### config.mk
export PLATFORM = sky130hd
export DESIGN_NAME = supply_voltage_supervisor
export DESIGN_NICKNAME = d
export VERILOG_FILES = /design/src/rtl/svs_pkg.sv /design/src/rtl/svs_comm.sv /design/src/rtl/svs_diag.sv /design/src/rtl/supply_voltage_supervisor.sv
export SDC_FILE = /design/constraint.sdc
export NUM_CORES = 1
export LEC_CHECK = 0
export ABC_AREA = 1
export BUFFER_PORTS_ARGS = -buffer_cell sky130_fd_sc_hd__buf_2
export CAP_MARGIN = 20
export CORE_MARGIN = 2
export CORE_UTILIZATION = 36
export CTS_CLUSTER_SIZE = 10
export DETAILED_ROUTE_END_ITERATION = 16
export GPL_TIMING_DRIVEN = 1
export SETUP_SLACK_MARGIN = 0.15
export SYNTH_ARGS = -nofsm -noshare
export SYNTH_HDL_FRONTEND = slang
export SYNTH_HIERARCHICAL = 1
export SYNTH_SLANG_ARGS = --single-unit
### constraint.sdc
create_clock -name i_clk -period 3.8 [get_ports i_clk]
set_input_delay 0.19 -clock i_clk [delete_from_list [all_inputs] [get_ports i_clk]]
set_output_delay 0.19 -clock i_clk [all_outputs]
set_load 0.01 [all_outputs]
### src/rtl/svs_pkg.sv
package svs_pkg;

    localparam int unsigned MvW     = 16;
    localparam int unsigned CfgIdxW = 4;

    localparam logic [MvW:0]   HYST_MARGIN_MV = 17'd100;
    localparam logic [MvW-1:0] START_TICKS    = 16'd150;

    typedef enum logic [1:0] {
        ZONE_NORMAL = 2'd0,
        ZONE_HIGH   = 2'd1,
        ZONE_LOW    = 2'd2
    } t_zone;

    typedef enum logic [CfgIdxW-1:0] {
        REG_COMM_HIGH_MV         = 4'd0,
        REG_COMM_LOW_MV          = 4'd1,
        REG_DIAG_HIGH_MV         = 4'd2,
        REG_DIAG_HIGH_RECOVER_MV = 4'd3,
        REG_DIAG_LOW_MV          = 4'd4,
        REG_DIAG_LOW_RECOVER_MV  = 4'd5,
        REG_RECOVER_TICKS        = 4'd6,
        REG_FAULT_TICKS          = 4'd7
    } t_cfg_idx;

    typedef struct packed {
        logic [MvW-1:0] comm_high_mv;
        logic [MvW-1:0] comm_low_mv;
        logic [MvW-1:0] diag_high_mv;
        logic [MvW-1:0] diag_high_recover_mv;
        logic [MvW-1:0] diag_low_mv;
        logic [MvW-1:0] diag_low_recover_mv;
        logic [MvW-1:0] recover_ticks;
        logic [MvW-1:0] fault_ticks;
    } t_cfg;

    localparam t_cfg CFG_RESET = '{
        comm_high_mv:         16'd18000,
        comm_low_mv:          16'd8000,
        diag_high_mv:         16'd16000,
        diag_high_recover_mv: 16'd15000,
        diag_low_mv:          16'd9000,
        diag_low_recover_mv:  16'd10000,
        recover_ticks:        16'd200,
        fault_ticks:          16'd200
    };

    typedef struct packed {
        t_zone zone;
        logic  active;
        logic  power_on;
        logic  resume;
        logic  stop;
    } t_comm_res;

    typedef struct packed {
        t_zone zone;
        logic  high_fault;
        logic  low_fault;
    } t_diag_res;

endpackage

### src/rtl/svs_comm.sv
module svs_comm (
    input  logic                           i_clk,
    input  logic                           i_rst_n,
    input  logic                           i_step,
    input  logic [svs_pkg::MvW-1:0]        i_voltage_mv,
    input  svs_pkg::t_cfg                  i_cfg,
    output svs_pkg::t_comm_res             o_res
);
    import svs_pkg::*;

    t_zone        r_zone, n_zone;
    logic         r_comm_on, n_comm_on;
    logic         r_powered_once, n_powered_once;
    logic         w_start, w_stop;
    logic [MvW:0] w_v, w_vm;

    assign w_v  = {1'b0, i_voltage_mv};
    assign w_vm = w_v + HYST_MARGIN_MV;

    always_comb begin
        n_zone  = r_zone;
        w_start = 1'b0;
        w_stop  = 1'b0;
        case (r_zone)
            ZONE_NORMAL: begin
                if (w_v > ({1'b0, i_cfg.comm_high_mv} + HYST_MARGIN_MV)) begin
                    n_zone = ZONE_HIGH;
                    w_stop = 1'b1;
                end else if (w_vm < {1'b0, i_cfg.comm_low_mv}) begin
                    n_zone = ZONE_LOW;
                    w_stop = 1'b1;
                end
            end
            ZONE_HIGH: begin
                if (i_voltage_mv < i_cfg.comm_high_mv) begin
                    n_zone  = ZONE_NORMAL;
                    w_start = 1'b1;
                end else begin
                    w_stop = 1'b1;
                end
            end
            default: begin
                if (i_voltage_mv > i_cfg.comm_low_mv) begin
                    n_zone  = ZONE_NORMAL;
                    w_start = 1'b1;
                end else begin
                    w_stop = 1'b1;
                end
            end
        endcase

        n_comm_on      = r_comm_on;
        n_powered_once = r_powered_once;
        o_res.power_on = 1'b0;
        o_res.resume   = 1'b0;
        o_res.stop     = 1'b0;
        if (w_start && !r_comm_on) begin
            n_comm_on      = 1'b1;
            n_powered_once = 1'b1;
            o_res.power_on = !r_powered_once;
            o_res.resume   = r_powered_once;
        end
        if (w_stop && r_comm_on) begin
            n_comm_on  = 1'b0;
            o_res.stop = 1'b1;
        end
        o_res.zone   = n_zone;
        o_res.active = n_comm_on;
    end

    always_ff @(posedge i_clk) begin
        if (!i_rst_n) begin
            r_zone         <= ZONE_LOW;
            r_comm_on      <= 1'b0;
            r_powered_once <= 1'b0;
        end else if (i_step) begin
            r_zone         <= n_zone;
            r_comm_on      <= n_comm_on;
            r_powered_once <= n_powered_once;
        end
    end

    a_on_needs_power: assert property (@(posedge i_clk) disable iff (!i_rst_n)
        r_comm_on |-> r_powered_once)
        else $error("comm active before first power on");

    a_hold_idle: assert property (@(posedge i_clk) disable iff (!i_rst_n)
        !i_step |=> $stable(r_comm_on) && $stable(r_zone))
        else $error("comm state moved without a step");

endmodule

### src/rtl/svs_diag.sv
module svs_diag (
    input  logic                           i_clk,
    input  logic                           i_rst_n,
    input  logic                           i_step,
    input  logic [svs_pkg::MvW-1:0]        i_voltage_mv,
    input  logic                           i_reset_request,
    input  svs_pkg::t_cfg                  i_cfg,
    output svs_pkg::t_diag_res             o_res
);
    import svs_pkg::*;

    t_zone          r_zone, n_zone;
    logic [MvW-1:0] r_recover_count, n_recover_count;
    logic [MvW-1:0] r_fault_count, n_fault_count;
    logic           r_started, n_started;
    logic           r_high_fault, n_high_fault;
    logic           r_low_fault, n_low_fault;
    logic [MvW-1:0] w_limit;
    logic [MvW:0]   w_v, w_vm;

    assign w_v     = {1'b0, i_voltage_mv};
    assign w_vm    = w_v + HYST_MARGIN_MV;
    assign w_limit = r_started ? i_cfg.recover_ticks : START_TICKS;

    always_comb begin
        n_zone          = r_zone;
        n_recover_count = r_recover_count;
        n_fault_count   = r_fault_count;
        n_started       = r_started;
        n_high_fault    = r_high_fault;
        n_low_fault     = r_low_fault;
        case (r_zone)
            ZONE_NORMAL: begin
                if (i_voltage_mv > i_cfg.diag_high_mv) begin
                    n_zone          = ZONE_HIGH;
                    n_recover_count = '0;
                    n_fault_count   = '0;
                end else if (i_voltage_mv < i_cfg.diag_low_mv) begin
                    n_zone          = ZONE_LOW;
                    n_recover_count = '0;
                    n_fault_count   = '0;
                end
            end
            ZONE_HIGH: begin
                if (w_vm <= {1'b0, i_cfg.diag_high_recover_mv}) begin
                    n_fault_count = '0;
                    if (r_recover_count >= i_cfg.recover_ticks) begin
                        n_zone       = ZONE_NORMAL;
                        n_high_fault = 1'b0;
                    end else begin
                        n_recover_count = r_recover_count + 16'd1;
                    end
                end else begin
                    n_recover_count = '0;
                    if (w_v > ({1'b0, i_cfg.diag_high_mv} + HYST_MARGIN_MV)) begin
                        if (r_fault_count >= i_cfg.fault_ticks) begin
                            n_high_fault = 1'b1;
                        end else begin
                            n_fault_count = r_fault_count + 16'd1;
                        end
                    end else begin
                        n_fault_count = '0;
                    end
                end
            end
            default: begin
                if (w_v >= ({1'b0, i_cfg.diag_low_recover_mv} + HYST_MARGIN_MV)) begin
                    n_fault_count = '0;
                    if (r_recover_count >= w_limit) begin
                        n_zone      = ZONE_NORMAL;
                        n_started   = 1'b1;
                        n_low_fault = 1'b0;
                    end else begin
                        n_recover_count = r_recover_count + 16'd1;
                    end
                end else begin
                    n_recover_count = '0;
                    if (w_vm < {1'b0, i_cfg.diag_low_mv}) begin
                        if (r_fault_count >= i_cfg.fault_ticks) begin
                            n_low_fault = 1'b1;
                        end else begin
                            n_fault_count = r_fault_count + 16'd1;
                        end
                    end else begin
                        n_fault_count = '0;
                    end
                end
            end
        endcase

        if (i_reset_request && (n_zone != ZONE_NORMAL)) begin
            n_fault_count = '0;
            n_high_fault  = 1'b0;
            n_low_fault   = 1'b0;
        end

        o_res.zone       = n_zone;
        o_res.high_fault = n_high_fault;
        o_res.low_fault  = n_low_fault;
    end

    always_ff @(posedge i_clk) begin
        if (!i_rst_n) begin
            r_zone          <= ZONE_LOW;
            r_recover_count <= '0;
            r_fault_count   <= '0;
            r_started       <= 1'b0;
            r_high_fault    <= 1'b0;
            r_low_fault     <= 1'b0;
        end else if (i_step) begin
            r_zone          <= n_zone;
            r_recover_count <= n_recover_count;
            r_fault_count   <= n_fault_count;
            r_started       <= n_started;
            r_high_fault    <= n_high_fault;
            r_low_fault     <= n_low_fault;
        end
    end

    a_normal_no_count: assert property (@(posedge i_clk) disable iff (!i_rst_n)
        (r_zone == ZONE_NORMAL) |-> (r_fault_count == '0))
        else $error("fault count running in normal zone");

endmodule

### src/rtl/supply_voltage_supervisor.sv
// channel   dir  handshake                      payload
// s_axis    in   s_axis_tvalid / s_axis_tready  tdata voltage_mv, tuser reset_request
// m_axis    out  m_axis_tvalid / m_axis_tready  tdata zone, pulse and fault flags
// cfg       in   i_cfg_valid / o_cfg_ready      i_cfg_index, i_cfg_data
//
// one sample per cycle sustained while m_axis_tready is high; the input and result
// stages are registered, and the zone machines update between the two registers
// a stalled result register holds the input stage, which then blocks s_axis
// synchronous active-low reset: zones low, flags and counters cleared, registers
// at their defaults; the config port is always ready
module supply_voltage_supervisor (
    input  logic                            i_clk,
    input  logic                            i_rst_n,
    input  logic                            s_axis_tvalid,
    output logic                            s_axis_tready,
    input  logic [15:0]                     s_axis_tdata,  // [15:0] voltage_mv
    input  logic                            s_axis_tuser,  // [0] reset_request
    output logic                            m_axis_tvalid,
    input  logic                            m_axis_tready,
    // [1:0] comm_zone, [3:2] diag_zone, [4] comm_active, [5] power_on_pulse,
    // [6] comm_resume_pulse, [7] comm_stop_pulse, [8] high_fault, [9] low_fault
    output logic [15:0]                     m_axis_tdata,
    input  logic                            i_cfg_valid,
    output logic                            o_cfg_ready,
    input  logic [svs_pkg::CfgIdxW-1:0]     i_cfg_index,
    input  logic [svs_pkg::MvW-1:0]         i_cfg_data
);
    import svs_pkg::*;

    t_cfg           r_cfg;
    logic           r_in_valid;
    logic [MvW-1:0] r_in_voltage;
    logic           r_in_req;
    logic           r_out_valid;
    logic [15:0]    r_out_data;
    logic           w_adv, w_step;
    t_comm_res      w_comm;
    t_diag_res      w_diag;

    assign w_adv         = !r_out_valid || m_axis_tready;
    assign w_step        = r_in_valid && w_adv;
    assign s_axis_tready = !r_in_valid || w_adv;
    assign m_axis_tvalid = r_out_valid;
    assign m_axis_tdata  = r_out_data;
    assign o_cfg_ready   = 1'b1;

    svs_comm u_comm (
        .i_clk        (i_clk),
        .i_rst_n      (i_rst_n),
        .i_step       (w_step),
        .i_voltage_mv (r_in_voltage),
        .i_cfg        (r_cfg),
        .o_res        (w_comm)
    );

    svs_diag u_diag (
        .i_clk           (i_clk),
        .i_rst_n         (i_rst_n),
        .i_step          (w_step),
        .i_voltage_mv    (r_in_voltage),
        .i_reset_request (r_in_req),
        .i_cfg           (r_cfg),
        .o_res           (w_diag)
    );

    always_ff @(posedge i_clk) begin
        if (!i_rst_n) begin
            r_in_valid  <= 1'b0;
            r_out_valid <= 1'b0;
            r_cfg       <= CFG_RESET;
        end else begin
            if (s_axis_tready) begin
                r_in_valid <= s_axis_tvalid;
            end
            if (w_adv) begin
                r_out_valid <= r_in_valid;
            end
            if (i_cfg_valid) begin
                case (i_cfg_index)
                    REG_COMM_HIGH_MV:         r_cfg.comm_high_mv         <= i_cfg_data;
                    REG_COMM_LOW_MV:          r_cfg.comm_low_mv          <= i_cfg_data;
                    REG_DIAG_HIGH_MV:         r_cfg.diag_high_mv         <= i_cfg_data;
                    REG_DIAG_HIGH_RECOVER_MV: r_cfg.diag_high_recover_mv <= i_cfg_data;
                    REG_DIAG_LOW_MV:          r_cfg.diag_low_mv          <= i_cfg_data;
                    REG_DIAG_LOW_RECOVER_MV:  r_cfg.diag_low_recover_mv  <= i_cfg_data;
                    REG_RECOVER_TICKS:        r_cfg.recover_ticks        <= i_cfg_data;
                    REG_FAULT_TICKS:          r_cfg.fault_ticks          <= i_cfg_data;
                    default: begin
                    end
                endcase
            end
        end
    end

    always_ff @(posedge i_clk) begin
        if (s_axis_tvalid && s_axis_tready) begin
            r_in_voltage <= s_axis_tdata;
            r_in_req     <= s_axis_tuser;
        end
        if (w_step) begin
            r_out_data <= {6'd0,
                           w_diag.low_fault, w_diag.high_fault,
                           w_comm.stop, w_comm.resume, w_comm.power_on,
                           w_comm.active, w_diag.zone, w_comm.zone};
        end
    end

    a_pulses_exclusive: assert property (@(posedge i_clk) disable iff (!i_rst_n)
        r_out_valid |-> $onehot0(r_out_data[7:5]))
        else $error("more than one comm pulse in one result");

endmodule
==> reports/qor.txt, run 1 <==
Yosys cell types - 45
Yosys warning total - 6
Hold Crit Class - in -> reg
sequential area share after synthesis - 28.46%
critical path, cell by cell - ha_1 > nand2_1 > nand3_1 > nand2_1 > nor2_1 > nand3_1 > xor2_1 > ha_1 > nand2_1 > nor2_1 > inv_1 > nor3_1 > nand2_1 > nand3_4 > nand3_4 > nand2_4 > nor2_8 > inv_4 > o21ai_4 > buf_12 > nor3_1
TritonCTS Buffers - 17
clk sink count - 198
Die ar. - 42970 um^2
post-route ant nets - 0
TNS Setup - 0 ns
nets@finish - 2472
final setup fails - 0
CP Class - reg -> reg
logic gate share of total power - 18.6%
largest net degree at the start of global routing - 100
fillcell total - 4221
Post-synth EDFFs - 27
main flop type after synthesis - dfxtp_1
synthesized flop and latch total - 198
Critical Path Fanout Max - 11
DR vias - 13.58k
unrepaired setup endpoints after global routing - no
Layout area overhead - 11.04%
core area - 40830 um^2
Net Sw Frac - 31.50%
IO Count - 61
skew final - 0.01066 ns
Tmin final - 3.328 ns
max incr delay on CP - 0.40 ns
Die Span X - 207.3 um
dpl hpwl - 32220 um
Residual DRC - 0
Reg2Reg Setup Slack - 0.47 ns
sequential fraction of design power - 45.5%
Crit path depth - 21
Rows - 74
Die H - 207.3 um
final hold viol count - 0
DR pass1 iterations - 5
number of H-tree levels - 4
XOR/XNOR Fraction of Synth Area - 4.238%
Buf/Inv on CP - 3
Rel. slew slack - 41.70%
peak supply drop - 0.0002820 V
RD Place Congestion - 0.8891
outcome - completed
CP Data Arrival Time - 3.72 ns
Synth top area share - 23.01%
CP Data Required Time - 4.19 ns
Root Driver - clkbuf_16
Setup crit end - u_diag/r_recover_count[10]
Initial Utilization - 36.44%
Clock Power Share - 36.0%
top post-synthesis cells by count - 547 x nand2_1, 294 x nor2_1, 286 x inv_1, 206 x ha_1, 171 x dfxtp_1
clk_lat worst skew - 0.47 ns
top-count cell post-synth - nand2_1
R2R Path End - u_diag/r_recover_count[10]
per-cell routed wire length - 15.70 um
crit start category - register
first-pass GRT wire length - 68610 um
DR vias/cell - 4.902
mux cell area share after synthesis - 0.06728%
Static Leak - 8.064 nW
ys async rst share - 0%
power per standard cell area - 299.5 nW/um^2
R2R Path Start - r_cfg[34]
Max Buffers Root-to-Sink - 2
ratio of cells with drive above 1 in the final layout - 7.599%
Syn Inst Count - 2159
GR Util All Layers - 20.26%
cell mode on critical path - nand2_1
Synth Area in Adders - 17.32%
Max Fclk - 0.3005 GHz
Yosys top cell by area - dfxtp_1
Pint - 3.389 mW
vias in the first global route - 12.93k
final wirelength - 43490 um
Sw Pwr - 1.559 mW
Layout Utilization - 40.46%
Mapped Avg Cell Area - 6.891 um^2
CP endpoint kind - register
I/O Buffers - 53
Largest delay share family, worst path - simple AND/OR/NAND/NOR gates
worst setup path start - r_cfg[34]
GRT overflow - 0
simple-gate share of the synthesized area - 33.14%
maxcap violations - 0
Area contributors post-synth - dfxtp_1 23%, ha_1 17%, nand2_1 14%
initial antenna violation count - 1
Slew @ Worst Pin - 0.8745 ns
Final Cycle Share - 87.57%
Synth Area in Compound Gates - 6.930%
fin. max-slew vios - 0
Cell Area, Synth - 14880 um^2
CTS tree - yes
Worst-path clk slew - 0.08 ns
Reg2Reg Depth - 21
Crit-path slowest cell - dfxtp_1
main combinational cell family by area after synthesis - simple AND/OR/NAND/NOR gates
initial drt markers - 816
cell families after synthesis:
group | Yosys count
simple gates | 1135
other cells | 2
buf+inv | 353
xor+xnor | 72
fa+ha+maj | 206
compound gates | 192
flops | 198
mux | 1
flip-flops by register name, indices dropped and copies added, names as in the netlist, 2 cells and up:
name                    count
r_cfg                     128
m_axis_tdata               10
r_in_voltage               16
u_diag/r_zone               2
u_comm/r_zone               2
u_diag/r_recover_count     16
u_diag/r_fault_count       16
final cells by class:
cell class / count / area, um^2 / area share [%]
multi-input cells: 1614 / 9250 / 55.99
repair buffers: 98 / 708.2 / 4.287
well taps: 532 / 665.6 / 4.029
diodes: 1 / 2.502 / 0.01515
flip-flops and latches: 198 / 4234 / 25.63
clock buffers: 21 / 460.4 / 2.787
inverters: 295 / 1110 / 6.718
clock inverters: 11 / 90.09 / 0.5453
layer usage:
metal	GRT usage, %	vias up	wire (um)
li1	-	7057	-
met1	24.77	6224	19300
met2	35.87	237	21090
met3	3.056	60	1819
met4	7.512	0	1276
met5	0	-	0
cell usage in the layout (no fill, tap or decap), drive strengths merged, types with 2 or more instances in the layout:
master / count
edfxtp: 27
a211oi: 2
o21ai: 48
nand3b: 4
inv: 299
nor4: 10
a31oi: 2
xor2: 61
nand4: 55
clkinv: 6
o21bai: 5
a21o: 6
o21a: 7
a21oi: 121
ha: 206
dfxtp: 171
nor3: 35
buf: 78
conb: 7
dlygate4sd3: 20
nand2: 564
xnor2: 11
nand3: 154
nor2: 311
clkbuf: 21
worst reg2reg max path, cell delays in order (launching register included):
cell	delay (ns)
dfxtp_1	0.40
ha_1	0.22
nand2_1	0.08
nand3_1	0.07
nand2_1	0.11
nor2_1	0.17
nand3_1	0.14
xor2_1	0.17
ha_1	0.30
nand2_1	0.07
nor2_1	0.19
inv_1	0.06
nor3_1	0.16
nand2_1	0.13
nand3_4	0.13
nand3_4	0.11
nand2_4	0.12
nor2_8	0.05
inv_4	0.12
o21ai_4	0.08
buf_12	0.18
nor3_1	0.17
worst min path at each step:
stage,startpoint,end,slack [ns],depth (start not counted)
global placement,s_axis_tdata[5],r_in_voltage[5],0.37,1
floorplan,s_axis_tuser,r_in_req,0.29,0
CTS,i_cfg_data[14],r_cfg[126],0.01,3
finish,i_cfg_data[14],r_cfg[78],0.03,3
detailed placement,s_axis_tdata[1],r_in_voltage[1],0.37,1
global route,i_cfg_data[14],r_cfg[126],0.02,3
power groups by stage:
stage | registers, mW | logic (mW) | clock network, mW
2_1_floorplan | 2.29 | 0.601 | 0
4_1_cts | 2.25 | 0.899 | 1.83
3_5_place_dp | 2.30 | 0.878 | 0
6_report | 2.25 | 0.919 | 1.78
3_3_place_gp | 2.30 | 0.859 | 0
5_1_grt | 2.26 | 1.04 | 1.90
through the flow:
step                      worst slack [ns]  power (mW)  cells  hold WS, ns  area, um^2
after floorplan                     0.8071       2.894   2164       0.2889       14900
after global placement              0.3432       3.155   2712       0.3683       15660
after detailed placement            0.2650       3.175   2712       0.3688       15660
after CTS                           0.2499       4.977   2764      0.01351       16410
after global routing                0.1417       5.194   2770      0.01805       16520
final                               0.4724       4.948   2770      0.02755       16520
repair_timing:
| action | 4_1_cts | 5_1_grt |
|---|---|---|
| endpoints found under the hold margin | 21 | 0 |
| hold buffers | 20 | 0 |
| gates resized for setup | 0 | 6 |
| setup buffers | 0 | 2 |
| endpoints found under the setup margin | 0 | 28 |
Power figures use the tool's default switching activity.
==> run 2: changes to the inputs <==
Settings changed: CORE_UTILIZATION 36 to 39.
==> reports/qor.txt, run 2 (synthesis gave the netlist of run 1 again) <==
Max Fclk - 0.2990 GHz (was 0.3005 GHz)
TritonCTS Buffers - 17 (unchanged)
dpl hpwl - 32670 um (was 32220 um)
post-route ant nets - 0 (unchanged)
Layout area overhead - 11.08% (was 11.04%)
GR Util All Layers - 22.80% (was 20.26%)
Tmin final - 3.344 ns (was 3.328 ns)
ant diodes - 0 (was 1)
Layout Utilization - 43.98% (was 40.46%)
commonest non-fill, non-tap cells in the layout - 547 x nand2_1, 293 x nor2_1, 286 x inv_1 (unchanged)
core area - 37580 um^2 (was 40830 um^2)
Worst-path clk slew - 0.07 ns (was 0.08 ns)
I/O Buffers - 53 (unchanged)
R2R Path Start - r_cfg[34] (unchanged)
Initial Utilization - 39.59% (was 36.44%)
unrepaired setup endpoints after global routing - yes (was no)
Die Span X - 199.3 um (was 207.3 um)
final setup fails - 0 (unchanged)
skew final - 0.009101 ns (was 0.01066 ns)
fin. max-slew vios - 0 (unchanged)
hold_sp - i_cfg_data[1] (was i_cfg_data[14])
DR pass1 iterations - 5 (unchanged)
nets@finish - 2477 (was 2472)
IO Count - 61 (unchanged)
Final Cycle Share - 88.01% (was 87.57%)
DR vias/cell - 5.023 (was 4.902)
Hold Crit Class - in -> reg (unchanged)
initial drt markers - 1053 (was 816)
number of H-tree levels - 4 (unchanged)
clk_lat worst skew - 0.47 ns (about the same)
ratio of cells with drive above 1 in the final layout - 7.850% (was 7.599%)
power per standard cell area - 301.4 nW/um^2 (was 299.5 nW/um^2)
CP Class - reg -> reg (unchanged)
RD Place Congestion - 0.9505 (was 0.8891)
Root Driver - clkbuf_16 (unchanged)
first-pass GRT wire length - 69300 um (was 68610 um)
Residual DRC - 0 (unchanged)
Biggest register - r_cfg (unchanged)
maxcap violations - 0 (unchanged)
clk sink count - 198 (unchanged)
Reg2Reg Depth - 22 (was 21)
vias in the first global route - 13.02k (was 12.93k)
Rows - 71 (was 74)
Reg2Reg Setup Slack - 0.46 ns (was 0.47 ns)
largest net degree at the start of global routing - 99 (was 100)
fillcell total - 3868 (was 4221)
crit start category - register (unchanged)
Die H - 199.3 um (was 207.3 um)
Die ar. - 39730 um^2 (was 42970 um^2)
GRT overflow - 0 (unchanged)
Static Leak - 8.087 nW (was 8.064 nW)
Slew @ Worst Pin - 0.8444 ns (was 0.8745 ns)
CP Data Arrival Time - 3.71 ns (was 3.72 ns)
Critical Path Fanout Max - 14 (was 11)
CP endpoint kind - register (unchanged)
Hold Path End - r_cfg[65] (was r_cfg[78])
max FFs per register - 128 (unchanged)
initial antenna violation count - 1 (unchanged)
outcome - completed (unchanged)
Rel. slew slack - 43.64% (was 41.70%)
final hold viol count - 0 (unchanged)
CP Data Required Time - 4.16 ns (was 4.19 ns)
final wirelength - 43830 um (was 43490 um)
CTS tree - yes (unchanged)
WHS Path Cells - 3 (unchanged)
peak supply drop - 0.0003543 V (was 0.0002820 V)
TNS Setup - 0 ns (unchanged)
per-cell routed wire length - 15.92 um (was 15.70 um)
R2R Path End - u_diag/r_recover_count[9] (was u_diag/r_recover_count[10])
commonest non-fill, non-tap cell in the layout - nand2_1 (unchanged)
Max Buffers Root-to-Sink - 2 (unchanged)
DR vias - 13.83k (was 13.58k)
==> run 2: final cells by class <==
class	instances	area [um^2]	area share, %
well taps	511	639.4	3.869
clock inverters	13	113.9	0.6890
flip-flops and latches	198	4234	25.62
multi-input cells	1613	9223	55.81
clock buffers	19	452.9	2.741
inverters	295	1110	6.716
repair buffers	104	753.2	4.558
==> run 2: stage by stage <==
step / cells / hold slack [ns] / cell area [um^2] / setup slack, ns / power, mW
floorplan: 2164 / 0.2889 / 14900 / 0.8071 / 2.894
global placement: 2693 / 0.3665 / 15650 / 0.3258 / 3.164
detailed placement: 2693 / 0.3687 / 15650 / 0.3425 / 3.182
CTS: 2745 / 0.001147 / 16410 / 0.3421 / 5.016
global route: 2753 / 0.01550 / 16530 / 0.1256 / 5.241
finish: 2753 / 0.01740 / 16530 / 0.4558 / 4.981
==> run 2: how the worst max path moves through the flow <==
| stage | from | end | slack, ns | cells after the start |
|---|---|---|---|---|
| 2_1_floorplan | r_in_voltage[2] | m_axis_tdata[9] | 0.81 | 21 |
| 5_1_grt | r_cfg[34] | u_diag/r_fault_count[15] | 0.13 | 24 |
| 3_5_place_dp | r_in_voltage[4] | u_diag/r_fault_count[15] | 0.34 | 21 |
| 3_3_place_gp | r_in_voltage[4] | u_diag/r_fault_count[15] | 0.33 | 21 |
| 6_report | r_cfg[34] | u_diag/r_recover_count[9] | 0.46 | 22 |
| 4_1_cts | r_in_voltage[4] | u_diag/r_fault_count[15] | 0.34 | 21 |
==> run 2: per-layer routing <==
| layer | global-route usage [%] | share of wire (%) |
|---|---|---|
| met5 | 0 | 0.030 |
| met2 | 38.77 | 47 |
| met1 | 29.04 | 45 |
| met3 | 3.021 | 4.2 |
| met4 | 9.397 | 3.6 |
==> run 2: what timing repair did <==
| item | 4_1_cts | 5_1_grt |
|---|---|---|
| setup buffers | 0 | 6 |
| gates resized for setup | 0 | 3 |
| hold endpoints to repair | 21 | 0 |
| hold buffers | 20 | 0 |
| endpoints found under the setup margin | 0 | 30 |
==> run 2: power breakdown <==
part,switching (mW),total [mW],internal (mW),leakage (nW)
logic,0.603,0.923,0.320,6.17
clock network,0.914,1.81,0.895,0.273
registers,0.0631,2.25,2.19,1.65
==> run 2: worst max-delay path, stage by stage (launching register included) <==
cell and delay (ns):
dfxtp_1 0.39, ha_1 0.20, nand2_1 0.08, nand3_1 0.07
nand2_1 0.11, nor2_1 0.18, nand3_1 0.13, nor2_1 0.13
xor2_1 0.17, ha_1 0.26, nand2_1 0.07, inv_1 0.03
o21ai_0 0.14, nand3_1 0.10, nand2_1 0.13, nand3_4 0.14
nand3_4 0.11, nand2_4 0.08, nor2_8 0.23, inv_4 0.10
o21ai_4 0.18, buf_12 0.15, nor2_1 0.05
==> run 3: changes to the inputs <==
==> constraint.sdc (replaced) <==
create_clock -name i_clk -period 3.8 [get_ports i_clk]
set_input_delay 0.76 -clock i_clk [delete_from_list [all_inputs] [get_ports i_clk]]
set_output_delay 0.76 -clock i_clk [all_outputs]
set_load 0.01 [all_outputs]
==> reports/qor.txt, run 3 (synthesis gave the netlist of run 1 again) <==
unrepaired setup endpoints after global routing - yes (unchanged)
final hold viol count - 0 (unchanged)
clk sink count - 198 (unchanged)
final setup fails - 0 (unchanged)
CP Data Required Time - 4.20 ns (was 4.16 ns)
max FFs per register - 128 (unchanged)
nets@finish - 2459 (was 2477)
TritonCTS Buffers - 17 (unchanged)
CP Class - reg -> reg (unchanged)
initial antenna violation count - 0 (was 1)
Static Leak - 8.005 nW (was 8.087 nW)
ant diodes - 0 (unchanged)
commonest non-fill, non-tap cell in the layout - nand2_1 (unchanged)
Tmin final - 3.422 ns (was 3.344 ns)
Initial Utilization - 39.59% (unchanged)
Final WS setup - 0.3775 ns (was 0.4558 ns)
Hold WS - 0.4596 ns (was 0.01740 ns)
CTS tree - yes (unchanged)
Worst-path clk slew - 0.08 ns (was 0.07 ns)
Residual DRC - 0 (unchanged)
Hold Buf Count CTS - 0 (was 20)
initial drt markers - 1070 (was 1053)
Final Power - 4.983 mW (was 4.981 mW)
RD Place Congestion - 0.9560 (was 0.9505)
largest net degree at the start of global routing - 101 (was 99)
Slew @ Worst Pin - 0.9223 ns (was 0.8444 ns)
ratio of cells with drive above 1 in the final layout - 7.779% (was 7.850%)
final wirelength - 43510 um (was 43830 um)
dpl hpwl - 32610 um (was 32670 um)
per-cell routed wire length - 15.91 um (was 15.92 um)
core area - 37580 um^2 (unchanged)
Layout Utilization - 43.43% (was 43.98%)
CP Data Arrival Time - 3.82 ns (was 3.71 ns)
number of H-tree levels - 4 (unchanged)
I/O Buffers - 53 (unchanged)
Rel. slew slack - 38.45% (was 43.64%)
Die ar. - 39730 um^2 (unchanged)
outcome - completed (unchanged)
clk_lat worst skew - 0.47 ns (about the same)
Hold Crit Class - reg -> reg (was in -> reg)
GR Util All Layers - 22.67% (was 22.80%)
Die Span X - 199.3 um (unchanged)
Max Fclk - 0.2922 GHz (was 0.2990 GHz)
fin. max-slew vios - 0 (unchanged)
TNS Setup - 0 ns (unchanged)
commonest non-fill, non-tap cells in the layout - 547 x nand2_1, 294 x nor2_1, 286 x inv_1 (was 547 x nand2_1, 293 x nor2_1, 286 x inv_1)
first-pass GRT wire length - 68690 um (was 69300 um)
Max Buffers Root-to-Sink - 2 (unchanged)
Die H - 199.3 um (unchanged)
DR vias - 13.61k (was 13.83k)
Root Driver - clkbuf_16 (unchanged)
post-route ant nets - 0 (unchanged)
Final Cycle Share - 90.06% (was 88.01%)
GRT overflow - 0 (unchanged)
peak supply drop - 0.0003539 V (was 0.0003543 V)
Biggest register - r_cfg (unchanged)
CP endpoint kind - register (unchanged)
power per standard cell area - 305.4 nW/um^2 (was 301.4 nW/um^2)
IO Count - 61 (unchanged)
crit start category - register (unchanged)
skew final - 0.01489 ns (was 0.009101 ns)
DR pass1 iterations - 8 (was 5)
DR vias/cell - 4.978 (was 5.023)
Critical Path Fanout Max - 8 (was 14)
vias in the first global route - 12.87k (was 13.02k)
Rows - 71 (unchanged)
Layout area overhead - 9.680% (was 11.08%)
maxcap violations - 0 (unchanged)
worst slack, placed - 0.3035 ns (was 0.3425 ns)
## run 3: cell count changes in the layout (fill, tap and decap cells not counted), sizes merged
cell         previous run  this run
dlygate4sd3            20         0
clkbuf                 19        25
inv                   300       295
buf                    84        85
clkinv                  5         4
nand2                 563       564
## run 3: final timing paths
path | startpoint | endpoint | slack, ns | cells after the start
setup / recovery | r_in_voltage[2] | u_diag/r_fault_count[7] | 0.38 | 19
hold / removal | r_cfg[56] | r_cfg[56] | 0.46 | 2
setup reg to reg | r_in_voltage[2] | u_diag/r_fault_count[7] | 0.38 | 19
hold reg to reg | r_cfg[56] | r_cfg[56] | 0.46 | 2
## run 3: repair_timing
item	4_1_cts	5_1_grt
setup buffers	0	3
setup endpoints to repair	0	28
gates resized for setup	0	2
hold endpoints to repair	0	0
## run 3: critical path: stages, from the launching register on
cell and delay (ns):
edfxtp_1 0.44, ha_1 0.26, nand2_1 0.09, nand2_1 0.08, nand2_2 0.17, xor2_1 0.16, inv_1 0.08, ha_1 0.32
nand2_1 0.08, nor2_1 0.15, nand3b_1 0.10, nand3_1 0.10, nand3_1 0.09, nand2_2 0.09, nand2_4 0.09, nor2_1 0.24
nand3_2 0.25, nand2_2 0.28, nand4_1 0.12, a21oi_1 0.15
## run 3: stage by stage
stage                     cells  area, um^2
after CTS                  2731       16270
after global placement     2699       15690
final                      2735       16320
after floorplan            2164       14900
after global routing       2735       16320
after detailed placement   2699       15690
## run 3: where the power goes
group / switching, mW / total (mW) / internal (mW)
combinational: 0.598 / 0.900 / 0.302
clock: 0.874 / 1.83 / 0.959
sequential: 0.0638 / 2.25 / 2.19
## run 3: final cells by class
cell class / instances / area, um^2
Sequential cell: 198 / 4234
Timing Repair Buffer: 85 / 533.0
Clock buffer: 25 / 518.0
Tap cell: 511 / 639.4
Inverter: 295 / 1110
Fill cell: 3987 / 21260
Multi-Input combinational cell: 1614 / 9226
Clock inverter: 7 / 57.56
## run 3: routing by layer
metal	track usage, %	vias to the layer above	wire (um)
met5	0	-	0
met1	28.59	6225	19740
met4	9.453	0	1415
met3	3.359	69	1956
li1	-	7037	-
met2	38.57	283	20400
